## config.mk

```make
export PLATFORM = sky130hd
export DESIGN_NAME = flv_tag_stream_parser
export DESIGN_NICKNAME = d
export VERILOG_FILES = /design/src/design/flvtp_pkg.sv /design/src/design/flvtp_skid.sv /design/src/design/flvtp_core.sv /design/src/design/flv_tag_stream_parser.sv
export SDC_FILE = /design/constraint.sdc
export NUM_CORES = 2
export LEC_CHECK = 0
export BUFFER_PORTS_ARGS = -buffer_cell sky130_fd_sc_hd__clkbuf_2
export CAP_MARGIN = 25
export CORE_AREA = 2 2 241 243
export CTS_BUF_LIST = sky130_fd_sc_hd__clkbuf_4 sky130_fd_sc_hd__clkbuf_8
export DETAILED_ROUTE_END_ITERATION = 10
export DIE_AREA = 0 0 243 245
export PLACE_DENSITY = 0.75
export REMOVE_ABC_BUFFERS = 1
export SYNTH_ARGS = -nofsm -noshare
export SYNTH_HDL_FRONTEND = slang
export SYNTH_SLANG_ARGS = --single-unit
export TNS_END_PERCENT = 100
```

## constraint.sdc

```tcl
create_clock -name clk -period 22 [get_ports clk]
set_input_delay 3.3 -clock clk [delete_from_list [all_inputs] [get_ports clk]]
set_output_delay 3.3 -clock clk [all_outputs]
set_load 0.1 [all_outputs]
```

## src/design/flvtp_pkg.sv

```systemverilog
`default_nettype none

package flvtp_pkg;

  typedef enum logic [2:0] {
    PH_SIG,
    PH_SKIP,
    PH_THEAD,
    PH_PAYLOAD,
    PH_PREV,
    PH_STOP
  } phase_t;

  typedef enum logic [1:0] {
    ST_HEADER  = 2'd0,
    ST_TAG     = 2'd1,
    ST_BAD_HDR = 2'd2,
    ST_SHORT   = 2'd3
  } status_t;

  localparam logic [1:0] EX_NONE  = 2'd0;
  localparam logic [1:0] EX_FLAGS = 2'd1;
  localparam logic [1:0] EX_PTYPE = 2'd2;
  localparam logic [1:0] EX_CTIME = 2'd3;

  localparam logic [7:0] SIG_F = 8'h46;
  localparam logic [7:0] SIG_L = 8'h4C;
  localparam logic [7:0] SIG_V = 8'h56;

  localparam logic [7:0] TAG_AUDIO  = 8'd8;
  localparam logic [7:0] TAG_VIDEO  = 8'd9;
  localparam logic [7:0] TAG_SCRIPT = 8'd18;
  localparam logic [3:0] CODEC_AVC  = 4'd7;
  localparam logic [3:0] CODEC_HEVC = 4'd12;
  localparam logic [3:0] SOUND_AAC  = 4'd10;

  localparam logic [3:0] FILE_HDR_LAST = 4'd8;
  localparam logic [3:0] TAG_HDR_LAST  = 4'd10;
  localparam logic [3:0] PREV_SIZE_LEN = 4'd4;
  localparam logic [3:0] FC_MAX        = 4'd15;
  localparam int         PREV_SIZE_PAD = 4;

  localparam logic [15:0] TAG_LIMIT_RESET = 16'd10000;

  typedef struct packed {
    status_t           status;
    logic [1:0]        extra_valid;
    logic [7:0]        tag_type;
    logic [23:0]       data_size;
    logic [31:0]       timestamp;
    logic [23:0]       stream_id;
    logic [31:0]       position;
    logic [7:0]        media_flags;
    logic [7:0]        packet_type;
    logic signed [23:0] composition_time;
  } rec_t;

endpackage

`default_nettype wire

```

## src/design/flvtp_skid.sv

```systemverilog
`default_nettype none

module flvtp_skid
  import flvtp_pkg::*;
(
  input  wire  clk,
  input  wire  rst,
  input  wire  in_valid,
  output logic in_ready,
  input  rec_t in_data,
  output logic out_valid,
  input  wire  out_ready,
  output rec_t out_data
);

  rec_t main_data;
  rec_t skid_data;
  logic main_valid;
  logic skid_valid;

  assign in_ready  = !skid_valid;
  assign out_valid = main_valid;
  assign out_data  = main_data;

  always_ff @(posedge clk) begin
    if (rst) begin
      main_valid <= 1'b0;
      skid_valid <= 1'b0;
    end else if (!main_valid || out_ready) begin
      if (skid_valid) begin
        main_data  <= skid_data;
        main_valid <= 1'b1;
        skid_valid <= 1'b0;
      end else begin
        main_data  <= in_data;
        main_valid <= in_valid;
      end
    end else if (in_valid && !skid_valid) begin
      skid_data  <= in_data;
      skid_valid <= 1'b1;
    end
  end

endmodule

`default_nettype wire

```

## src/design/flvtp_core.sv

```systemverilog
`default_nettype none

module flvtp_core
  import flvtp_pkg::*;
#(
  parameter int POSITION_BITS = 32
) (
  input  wire         clk,
  input  wire         rst,
  input  wire         accept,
  input  wire  [7:0]  data_byte,
  input  wire         stream_end,
  input  wire  [15:0] tag_limit,
  output logic        res_valid,
  output rec_t        res
);

  localparam int SW = (POSITION_BITS > 33) ? POSITION_BITS : 33;
  localparam int PW = (POSITION_BITS > 32) ? POSITION_BITS : 32;

  typedef enum logic [1:0] {
    RK_ZERO,
    RK_HEADER,
    RK_RECORD
  } rec_kind_t;

  phase_t                   phase, phase_next;
  logic [POSITION_BITS-1:0] byte_position;
  logic [3:0]               field_count, field_count_next;
  logic [POSITION_BITS-1:0] skip_target, skip_target_next;
  logic [23:0]              payload_left, payload_left_next;
  logic [15:0]              tags_seen, tags_seen_next;
  logic [63:0]              rec_fields, rec_fields_next;
  logic [31:0]              rec_low, rec_low_next;
  logic [7:0]               rec_ptype, rec_ptype_next;
  logic [23:0]              rec_ctime, rec_ctime_next;
  logic [1:0]               extra_count, extra_count_next;
  logic [POSITION_BITS-1:0] tag_start, tag_start_next;

  logic [POSITION_BITS-1:0] pos_inc;
  logic [SW-1:0]            skip_sum;
  logic [PW-1:0]            start_ext;
  logic [7:0]               ty;
  logic [23:0]              size;
  logic [7:0]               mf;
  logic                     emit;
  status_t                  emit_status;
  rec_kind_t                emit_kind;

  assign pos_inc   = byte_position + POSITION_BITS'(1);
  assign ty        = rec_fields[7:0];
  assign size      = rec_fields[31:8];
  assign mf        = rec_low[31:24];
  assign skip_sum  = SW'(rec_low_next) + SW'(PREV_SIZE_PAD);
  assign start_ext = PW'(tag_start_next);

  always_comb begin
    phase_next        = phase;
    field_count_next  = field_count;
    skip_target_next  = skip_target;
    payload_left_next = payload_left;
    tags_seen_next    = tags_seen;
    rec_fields_next   = rec_fields;
    rec_low_next      = rec_low;
    rec_ptype_next    = rec_ptype;
    rec_ctime_next    = rec_ctime;
    extra_count_next  = extra_count;
    tag_start_next    = tag_start;
    emit              = 1'b0;
    emit_status       = ST_BAD_HDR;
    emit_kind         = RK_ZERO;

    unique case (phase)
      PH_SIG: begin
        if ((field_count == 4'd0 && data_byte != SIG_F) ||
            (field_count == 4'd1 && data_byte != SIG_L) ||
            (field_count == 4'd2 && data_byte != SIG_V)) begin
          emit       = 1'b1;
          phase_next = PH_STOP;
        end else begin
          if (field_count == 4'd3) begin
            rec_fields_next[7:0] = data_byte;
          end else if (field_count == 4'd4) begin
            rec_fields_next[15:8] = data_byte;
          end else if (field_count > 4'd4) begin
            rec_low_next = {rec_low[23:0], data_byte};
          end
          field_count_next = field_count + 4'd1;
          if (field_count >= FILE_HDR_LAST) begin
            emit             = 1'b1;
            emit_status      = ST_HEADER;
            emit_kind        = RK_HEADER;
            skip_target_next = skip_sum[POSITION_BITS-1:0];
            phase_next       = (skip_sum[POSITION_BITS-1:0] > pos_inc) ? PH_SKIP : PH_THEAD;
            field_count_next = 4'd0;
          end
        end
      end
      PH_SKIP: begin
        if (pos_inc >= skip_target) begin
          phase_next = PH_THEAD;
        end
      end
      PH_THEAD: begin
        if (field_count == 4'd0 && tags_seen >= tag_limit) begin
          phase_next = PH_STOP;
        end else begin
          if (field_count == 4'd0) begin
            tag_start_next   = byte_position;
            rec_fields_next  = '0;
            rec_low_next     = '0;
            rec_ptype_next   = '0;
            rec_ctime_next   = '0;
            extra_count_next = EX_NONE;
          end
          case (field_count)
            4'd0:    rec_fields_next[7:0]   = data_byte;
            4'd1:    rec_fields_next[31:24] = data_byte;
            4'd2:    rec_fields_next[23:16] = data_byte;
            4'd3:    rec_fields_next[15:8]  = data_byte;
            4'd4:    rec_fields_next[55:48] = data_byte;
            4'd5:    rec_fields_next[47:40] = data_byte;
            4'd6:    rec_fields_next[39:32] = data_byte;
            4'd7:    rec_fields_next[63:56] = data_byte;
            4'd8:    rec_low_next[23:16]    = data_byte;
            4'd9:    rec_low_next[15:8]     = data_byte;
            4'd10:   rec_low_next[7:0]      = data_byte;
            default: ;
          endcase
          field_count_next = field_count + 4'd1;
          if (field_count >= TAG_HDR_LAST) begin
            if (((rec_fields_next[7:0] == TAG_AUDIO || rec_fields_next[7:0] == TAG_VIDEO) &&
                 rec_fields_next[31:8] == 24'd0) ||
                (rec_fields_next[7:0] == TAG_SCRIPT && rec_fields_next[31:8] < 24'd2)) begin
              emit        = 1'b1;
              emit_status = ST_SHORT;
              emit_kind   = RK_RECORD;
              phase_next  = PH_STOP;
            end else begin
              payload_left_next = rec_fields_next[31:8];
              field_count_next  = 4'd0;
              phase_next = (rec_fields_next[31:8] != 24'd0) ? PH_PAYLOAD : PH_PREV;
            end
          end
        end
      end
      PH_PAYLOAD: begin
        if ((ty == TAG_AUDIO || ty == TAG_VIDEO) && field_count == 4'd0) begin
          rec_low_next[31:24] = data_byte;
          extra_count_next    = EX_FLAGS;
        end else if (ty == TAG_VIDEO && (mf[3:0] == CODEC_AVC || mf[3:0] == CODEC_HEVC) &&
                     size >= 24'd5) begin
          case (field_count)
            4'd1: begin
              rec_ptype_next   = data_byte;
              extra_count_next = EX_PTYPE;
            end
            4'd2: rec_ctime_next[23:16] = data_byte;
            4'd3: rec_ctime_next[15:8]  = data_byte;
            4'd4: begin
              rec_ctime_next[7:0] = data_byte;
              extra_count_next    = EX_CTIME;
            end
            default: ;
          endcase
        end else if (ty == TAG_AUDIO && field_count == 4'd1 && mf[7:4] == SOUND_AAC) begin
          rec_ptype_next   = data_byte;
          extra_count_next = EX_PTYPE;
        end
        if (field_count < FC_MAX) begin
          field_count_next = field_count + 4'd1;
        end
        payload_left_next = payload_left - 24'd1;
        if (payload_left == 24'd1) begin
          field_count_next = 4'd0;
          phase_next       = PH_PREV;
        end
      end
      PH_PREV: begin
        field_count_next = field_count + 4'd1;
        if (field_count + 4'd1 >= PREV_SIZE_LEN) begin
          emit        = 1'b1;
          emit_status = ST_TAG;
          emit_kind   = RK_RECORD;
          if (tags_seen != 16'hFFFF) begin
            tags_seen_next = tags_seen + 16'd1;
          end
          field_count_next = 4'd0;
          phase_next       = PH_THEAD;
        end
      end
      PH_STOP: ;
      default: ;
    endcase

    // end of file with no record yet from this byte: flush a partial header, tag header or tag
    if (stream_end && !emit) begin
      if (phase_next == PH_SIG) begin
        emit        = 1'b1;
        emit_status = ST_BAD_HDR;
        emit_kind   = RK_ZERO;
      end else if (phase_next == PH_THEAD && field_count_next != 4'd0) begin
        emit        = 1'b1;
        emit_status = ST_SHORT;
        emit_kind   = RK_RECORD;
      end else if (phase_next == PH_PAYLOAD || phase_next == PH_PREV) begin
        emit        = 1'b1;
        emit_status = ST_TAG;
        emit_kind   = RK_RECORD;
      end
    end
  end

  always_comb begin
    res             = '0;
    res.status      = emit_status;
    res_valid       = accept && emit;
    unique case (emit_kind)
      RK_HEADER: begin
        res.position    = rec_low_next;
        res.media_flags = rec_fields[15:8];
        res.packet_type = rec_fields[7:0];
      end
      RK_RECORD: begin
        res.extra_valid = extra_count_next;
        res.tag_type    = rec_fields_next[7:0];
        res.data_size   = rec_fields_next[31:8];
        res.timestamp   = rec_fields_next[63:32];
        res.stream_id   = rec_low_next[23:0];
        res.position    = start_ext[31:0];
        if (extra_count_next >= EX_FLAGS) begin
          res.media_flags = rec_low_next[31:24];
        end
        if (extra_count_next >= EX_PTYPE) begin
          res.packet_type = rec_ptype_next;
        end
        if (extra_count_next >= EX_CTIME) begin
          res.composition_time = rec_ctime_next;
        end
      end
      RK_ZERO: ;
      default: ;
    endcase
  end

  always_ff @(posedge clk) begin
    if (rst || (accept && stream_end)) begin
      phase         <= PH_SIG;
      byte_position <= '0;
      field_count   <= '0;
      skip_target   <= '0;
      payload_left  <= '0;
      tags_seen     <= '0;
      rec_fields    <= '0;
      rec_low       <= '0;
      rec_ptype     <= '0;
      rec_ctime     <= '0;
      extra_count   <= EX_NONE;
      tag_start     <= '0;
    end else if (accept) begin
      phase         <= phase_next;
      byte_position <= pos_inc;
      field_count   <= field_count_next;
      skip_target   <= skip_target_next;
      payload_left  <= payload_left_next;
      tags_seen     <= tags_seen_next;
      rec_fields    <= rec_fields_next;
      rec_low       <= rec_low_next;
      rec_ptype     <= rec_ptype_next;
      rec_ctime     <= rec_ctime_next;
      extra_count   <= extra_count_next;
      tag_start     <= tag_start_next;
    end
  end

endmodule

`default_nettype wire

```

## src/design/flv_tag_stream_parser.sv

```systemverilog
// a record is held in the output register (or in the skid register while the master side stalls)
// before it reaches the master side; one byte per cycle while the skid stage is empty;
// the byte parser updates its field state in a single step; an output register plus a skid stage keep the
// slave side open while one record waits; reset (rst, synchronous, active high) clears the parser to the
// signature phase, empties the output stages and sets tag_limit to 10000; tlast also returns to signature phase
`default_nettype none

module flv_tag_stream_parser
  import flvtp_pkg::*;
#(
  parameter int POSITION_BITS = 32
) (
  input  wire          clk,
  input  wire          rst,
  input  wire          cfg_wen,
  input  wire  [15:0]  cfg_wdata,  // tag_limit
  input  wire          s_tvalid,
  output logic         s_tready,
  input  wire  [7:0]   s_tdata,    // data_byte
  input  wire          s_tlast,    // stream_end
  output logic         m_tvalid,
  input  wire          m_tready,
  // tag_type, data_size, timestamp, stream_id, position, media_flags, packet_type,
  // composition_time
  output logic [159:0] m_tdata,
  output logic [3:0]   m_tuser     // status, extra_valid
);

  logic [15:0] tag_limit;
  logic        accept;
  logic        res_valid;
  rec_t        res;
  rec_t        out_rec;

  assign accept = s_tvalid && s_tready;

  always_ff @(posedge clk) begin
    if (rst) begin
      tag_limit <= TAG_LIMIT_RESET;
    end else if (cfg_wen) begin
      tag_limit <= cfg_wdata;
    end
  end

  flvtp_core #(
    .POSITION_BITS(POSITION_BITS)
  ) u_core (
    .clk       (clk),
    .rst       (rst),
    .accept    (accept),
    .data_byte (s_tdata),
    .stream_end(s_tlast),
    .tag_limit (tag_limit),
    .res_valid (res_valid),
    .res       (res)
  );

  flvtp_skid u_skid (
    .clk      (clk),
    .rst      (rst),
    .in_valid (res_valid),
    .in_ready (s_tready),
    .in_data  (res),
    .out_valid(m_tvalid),
    .out_ready(m_tready),
    .out_data (out_rec)
  );

  assign m_tdata = {out_rec.composition_time, out_rec.packet_type, out_rec.media_flags,
                    out_rec.position, out_rec.stream_id, out_rec.timestamp,
                    out_rec.data_size, out_rec.tag_type};
  assign m_tuser = {out_rec.extra_valid, out_rec.status};

endmodule

`default_nettype wire

```

# After elaboration in Yosys (flattened, before gate mapping)
# Cells that the tools add are included.
# Widths: inputs -> output; s select.
[totals]
reg_bits = 619
latchBits = 0
ramBits = 0
rom_bits = 0
in_bits = 30
output_inout_bits = 166
word_cells = 259
memories = 0
[op_classes]
add_sub_neg = 5
n_mul = 0
n_div = 0
magnitude_cmp = 13
eq_ne = 35
n_shift = 0
n_mux = 126
bitwise_logic = 3
n_reduce_logical = 42
[ops]
columns = ["cell", "n"]
rows = [
  ["$mux 32", 9],
  ["$mux 8", 34],
  ["$mux 24", 9],
  ["$mux 164", 1],
  ["$pmux 24 s2", 3],
  ["$mux 64", 2],
  ["$pmux 48 s2", 1],
  ["$mux 90", 1],
  ["$mux 48", 1],
  ["$mux 2", 23],
  ["$add 32x1->32 const B", 1],
  ["$add 32x3->32 const B", 1],
  ["$eq 8x4->1 const B", 4],
  ["$ge 32x32->1", 1],
  ["$gt 32x32->1", 1],
  ["$mux 4", 8],
  ["$pmux 16 s2", 1],
  ["$mux 3", 9],
  ["$eq 24x1->1 const B", 1],
  ["$ge 24x3->1 const B", 1],
  ["$logic_not 24->1", 1],
  ["$lt 24x2->1 const B", 1],
  ["$ne 8x7->1 const B", 3],
  ["$pmux 8 s3", 1],
  ["45 further kinds", 106],
]

# Depth between registers and ports, before layout
[depth]
depth_word = 22
mapped_depth = 34
mapped_depth_nobuf = 30

# Hierarchy
# A second synthesis with hierarchy kept.
[hier_totals]
hier_cells = 3222
area_unflattened_um2 = 32327.3
[modules_own_cells]
columns = ["mod", "instances", "cells_each", "area_per_inst_um2", "seq_area_each_um2"]
rows = [
  ["flvtp_core", 1, 2649, 19276.0, 5465.2],
  ["flvtp_skid", 1, 520, 12453.2, 9889.5],
  ["flv_tag_stream_parser", 1, 53, 598.1, 320.3],
]

# Worst setup path after synthesis
# No wires, ideal clock.
[synth_timing]
path_kind = "input -> register"
start = "in s_tdata[6]"
end = "reg u_skid.skid_data[0] (netlist name), enable pin"
setup_ps = 1091
arrival_ps = 22895
t_required_ps = 20909
setup_slack_ps = -1986
cell_stages = 23
path_buffers = 3
cell_sequence = "clkbuf_1 a22o_1 a22oi_1 nor2_1 a21oi_1 a22oi_1 and4b_1 buf_2 nand4_1 buf_2 or4b_1 and2_1 ha_1 nand4_1 nor4_1 nand3_1 and2_1 o21a_1 nor4b_4 and2b_1 a311o_1 a21oi_1 nor4_1"
[synth_via]
elab_chain_len = 21
elab_cells_between_ends = 77
cone_classes = "add/sub (1); order compare (2); eq/ne (9); mux (45); reduce/logical (20)"
[synth_rtl]
columns = ["item", "line_no", "rtl"]
rows = [
  ["start: declaration", "flv_tag_stream_parser.sv:19", "input wire [7:0] s_tdata,"],
  ["$ne 8x7->1 (on tied branches)", "flvtp_core.sv:75, flvtp_core.sv:76", ""],
  ["$logic_and 1x1->1 (on tied branches)", "flvtp_core.sv:75, flvtp_core.sv:76", ""],
  ["$logic_or 1x1->1", "flvtp_core.sv:75", "if ((field_count == 4'd0 && data_byte != SIG_F) ||"],
  ["$logic_or 1x1->1", "flvtp_core.sv:76", "(field_count == 4'd1 && data_byte != SIG_L) ||"],
  ["$mux 32", "flvtp_core.sv:75", ""],
  ["$pmux 8 s3 or $pmux 24 s2 (tied branches)", "flvtp_core.sv:73", "unique case (phase)"],
  ["$add 32x3->32 (*)", "flvtp_core.sv:54", "assign skip_sum = SW'(rec_low_next) + SW'(PREV_SIZE_PAD);"],
  ["named net u_core.skip_sum[27]", "flvtp_core.sv:41", "logic [SW-1:0] skip_sum;"],
  ["[... 6 more ...]", "-", ""],
  ["$logic_or 1x1->1", "flvtp_core.sv:206", "end else if (phase_next == PH_PAYLOAD || phase_next == PH_PREV) begin"],
  ["$mux 1", "flvtp_core.sv:206", ""],
  ["$mux 1", "flvtp_core.sv:202", "end else if (phase_next == PH_THEAD && field_count_next != 4'd0) begin"],
  ["$mux 1 (*)", "flvtp_core.sv:198", "if (phase_next == PH_SIG) begin"],
  ["$mux 1 (*)", "flvtp_core.sv:197", "if (stream_end && !emit) begin"],
  ["$logic_and 1x1->1 (*)", "flvtp_core.sv:217", "res_valid = accept && emit;"],
  ["$logic_and 1x1->1 (*)", "flvtp_skid.sv:38", "end else if (in_valid && !skid_valid) begin"],
  ["$reduce_and 3->1 (no line) (*)", "-", ""],
  ["end signal: assignment", "flvtp_skid.sv:39", "skid_data <= in_data;"],
  ["end: declaration", "flvtp_skid.sv:17", "rec_t skid_data;"],
]
# Mark *: on every way through the listed nets, which the timed path passes. The rest lies on a longest branch. The select of a mux whose other input is x is not followed.
# A chain may end at the register's enable or synchronous reset.

==> metrics.md <==
| Metric | Value |
|---|---|
| Post-cts resize count | `0` |
| Post-synth EDFFs | `about 330` |
| Worst-skew pair later-pin latency | `about 0.72 ns` |
| Max-Cap Viols | `0` |
| CTS H-tree lvls | `3` |
| Total GRT Usage | `0.314` |
| Utilization after layout | `0.630` |
| Vias in the first global route | `around 26,000` |
| Clock Path Buffers | `3` |
| Via count | `~27,000` |
| CP Data Arrival Time | `11.29 ns` |
| Layout area overhead | `11.7%` |
| CP max FO | `67` |
| Row count | `~90` |
| Residual DRC count | `0` |
| Max Freq | `approximately 90 MHz` |
| CTS tree | `done` |
| Pwr/cell area | `a little over 80 mW/mm²` |
| Rel. slew slack | `0.239` |
| # port buffers | `about 200` |
| Synth cell types | `100` |
| CP required | `22.45 ns` |
| Routed len/inst | `around 22 µm` |
| Slew Viols, Final | `0` |
| Filler-free cell count of the finished design | `between 4,000 and 5,000` |
| Post-Syn Area | `~0.032 mm²` |
| Syn avg cell area | `9.53 µm²` |
| Global route overflow | `0` |
| Sink Count | `between 600 and 700` |
| Final setup fails | `0` |
| Initial antenna violation count | `1` |
| Die H | `245 µm` |
| Hold crit path type | `flip-flop to flip-flop` |
| Critical path endpoint category | `flip-flop` |
| Most common cell after layout, fill and taps aside | `nand2_1` |
| DP Cell Count | `around 4,100` |
| Post-route ant nets | `0` |
| DP HPWL | `63.7 mm` |
| Leak Pwr | `roughly 0.013 µW` |
| DR iter-0 viols | `around 2,700` |
| RSZ-0062 raised after global routing | `no` |
| Worst Max-Slew Pin Slew | `about 1.1 ns` |
| NetSw | `about 910 µW` |
| Post-route clock period utilization | `0.493` |
| Pint | `around 2000 µW` |
| Clock root cell | `clkbuf_8` |
| Fin. Hold Viols | `0` |
| Syn Inst Count | `roughly 3,400` |
| Nets | `roughly 3,600` |
| TritonRoute pass-1 iters | `7` |
| Most frequent cells in the layout | `nand2_1 (424), nor2_1 (364), edfxtp_1 (328)` |
| Comb power frac | `0.174` |
| Clock power frac | `0.388` |
| Status | `completed` |
| Die width | `between 200 and 250 µm` |
| First-pass GRT wire length | `148 mm` |
| Initial Util | `0.564` |
| Worst Skew | `about 0.030 ns` |
| Maximum vdd drop | `0.0529 mV` |
| CP Launch Type | `input pin` |
| Post-CTS Hold Fix Bufs | `0` |
| Number of CTS-inserted buffers | `99` |
| Sequential element share of the synthesized area | `0.487` |
| Fraction of registers with async set/reset | `0` |
| Largest net degree at the start of global routing | `107` |
| Most used DFF post-synth | `edfxtp_1` |
| Worst hold path depth | `2` |
| Via density per instance | `6.28` |
| R2R cell count | `25` |
| Clk slew on worst S/H paths | `roughly 0.070 ns` |
| Period minus WS final | `~11 ns` |
| Post-CTS setup buffers | `0` |
| Die ar. | `roughly 0.060 mm²` |
| Crit Path Category | `input pin to flip-flop` |
| Flop pwr share | `0.438` |
| Total I/O pin count | `about 200` |
| Seq cells post-synth | `619` |
| Switching part of the total | `0.312` |
| GPL Wtd Cong | `a little over 0.9` |
| Core footprint | `~0.057 mm²` |
| Layout cells sized above 1 | `0.169` |
| Synthesis Warnings | `0` |
| Total Routed Length | `between 90 and 100 mm` |
## cell usage after synthesis, drive strengths merged, types with 79 or more instances
cell    count  area [µm²]
nand2     426        1600
nor2      372        1420
edfxtp    328        9850
dfxtp     291        5830
a21oi     222        1120
clkbuf    200         751
a22oi     131         983
mux2      128        1440
o21ai     114         574
inv       106         398
ha         91        1140
nand3      81         410
o31ai      79         603
## sequential cells by signal (all words and copies together), names as in the netlist
name and flops:
tag_limit 16, u_core.byte_position 32, u_core.extra_count 2, u_core.field_count 4, u_core.payload_left 24, u_core.phase 3, u_core.rec_ctime 24, u_core.rec_fields 64
u_core.rec_low 32, u_core.rec_ptype 8, u_core.skip_target 32, u_core.tag_start 32, u_core.tags_seen 16, u_skid.out_data 164, u_skid.out_valid 1, u_skid.skid_data 164
u_skid.skid_valid 1
## critical path: stages
cell and delay, ns:
clkbuf_2 0.63, a22o_1 0.23, nand2_1 0.05, nand3_1 0.09, o221ai_1 0.11, nand2_1 0.38
and4b_1 0.41, nand4_1 0.40, or4_1 0.65, and2_1 0.19, ha_1 0.30, nand4_1 0.13
nor4_1 0.60, nand3_1 0.23, and2_1 0.23, o21a_1 0.21, nor4b_4 0.39, and2b_1 0.23
a22oi_1 0.09, o21bai_1 0.51, inv_1 0.16, ha_4 0.56, buf_4 0.64, a21oi_1 0.12
mux2_2 0.31
## cells by family after synthesis
group | synth area share
compound gates | 0.172
fa+ha+maj | 0.0354
buf+inv | 0.0423
simple gates | 0.180
xor+xnor | 0.0240
mux | 0.0585
flops | 0.487
## path summary, 6_finish.rpt
kind	slack, ns	to	startpoint
min	0.45	u_core.tag_start[4]	u_core.tag_start[4]
min reg2reg	0.45	u_core.tag_start[4]	u_core.tag_start[4]
max	11.16	u_skid.out_data[71]	s_tdata[0]
max reg2reg	11.67	u_skid.out_data[71]	u_core.field_count[1]
## layer usage
metal | vias up | GRT usage | routed length, µm
met1 | 13300 | 0.436 | 41200
met5 | - | 0 | 0
li1 | 12500 | - | -
met2 | 1247 | 0.499 | 43800
met3 | 202 | 0.0446 | 7700
met4 | 0 | 0.124 | 3140
## final cells by class
cell class	count	area, µm²
flip-flops and latches	619	15700
fillers	4697	21100
repair buffers	242	1390
diodes	1	2.50
inverters	108	408
multi-input cells	2409	15200
well taps	765	957
clock buffers	135	1750
clock inverters	51	537
## power by group through the flow
| stage | Clock, µW | Sequential, µW | Combinational (µW) |
|---|---|---|---|
| finish | 1130 | 1280 | 507 |
| global route | 1190 | 1280 | 532 |
| CTS | 1140 | 1280 | 499 |
| detailed placement | 0 | 1300 | 497 |
| global placement | 0 | 1300 | 490 |
| floorplan | 0 | 1470 | 196 |
## metrics by stage
step | setup TNS, ns | worst slack, ns | instance area [µm²] | power, µW | hold slack [ns]
5_1_grt | 0 | 10.62 | 35900 | 3000 | 0.472
2_1_floorplan | -315.93 | -1.93 | 31200 | 1660 | 0.432
6_report | 0 | 11.16 | 35900 | 2920 | 0.455
3_5_place_dp | 0 | 10.71 | 33500 | 1800 | 0.447
4_1_cts | 0 | 11.41 | 35800 | 2920 | 0.455
3_3_place_gp | 0 | 10.89 | 33500 | 1790 | 0.439
(Power assumes the default switching activity.)
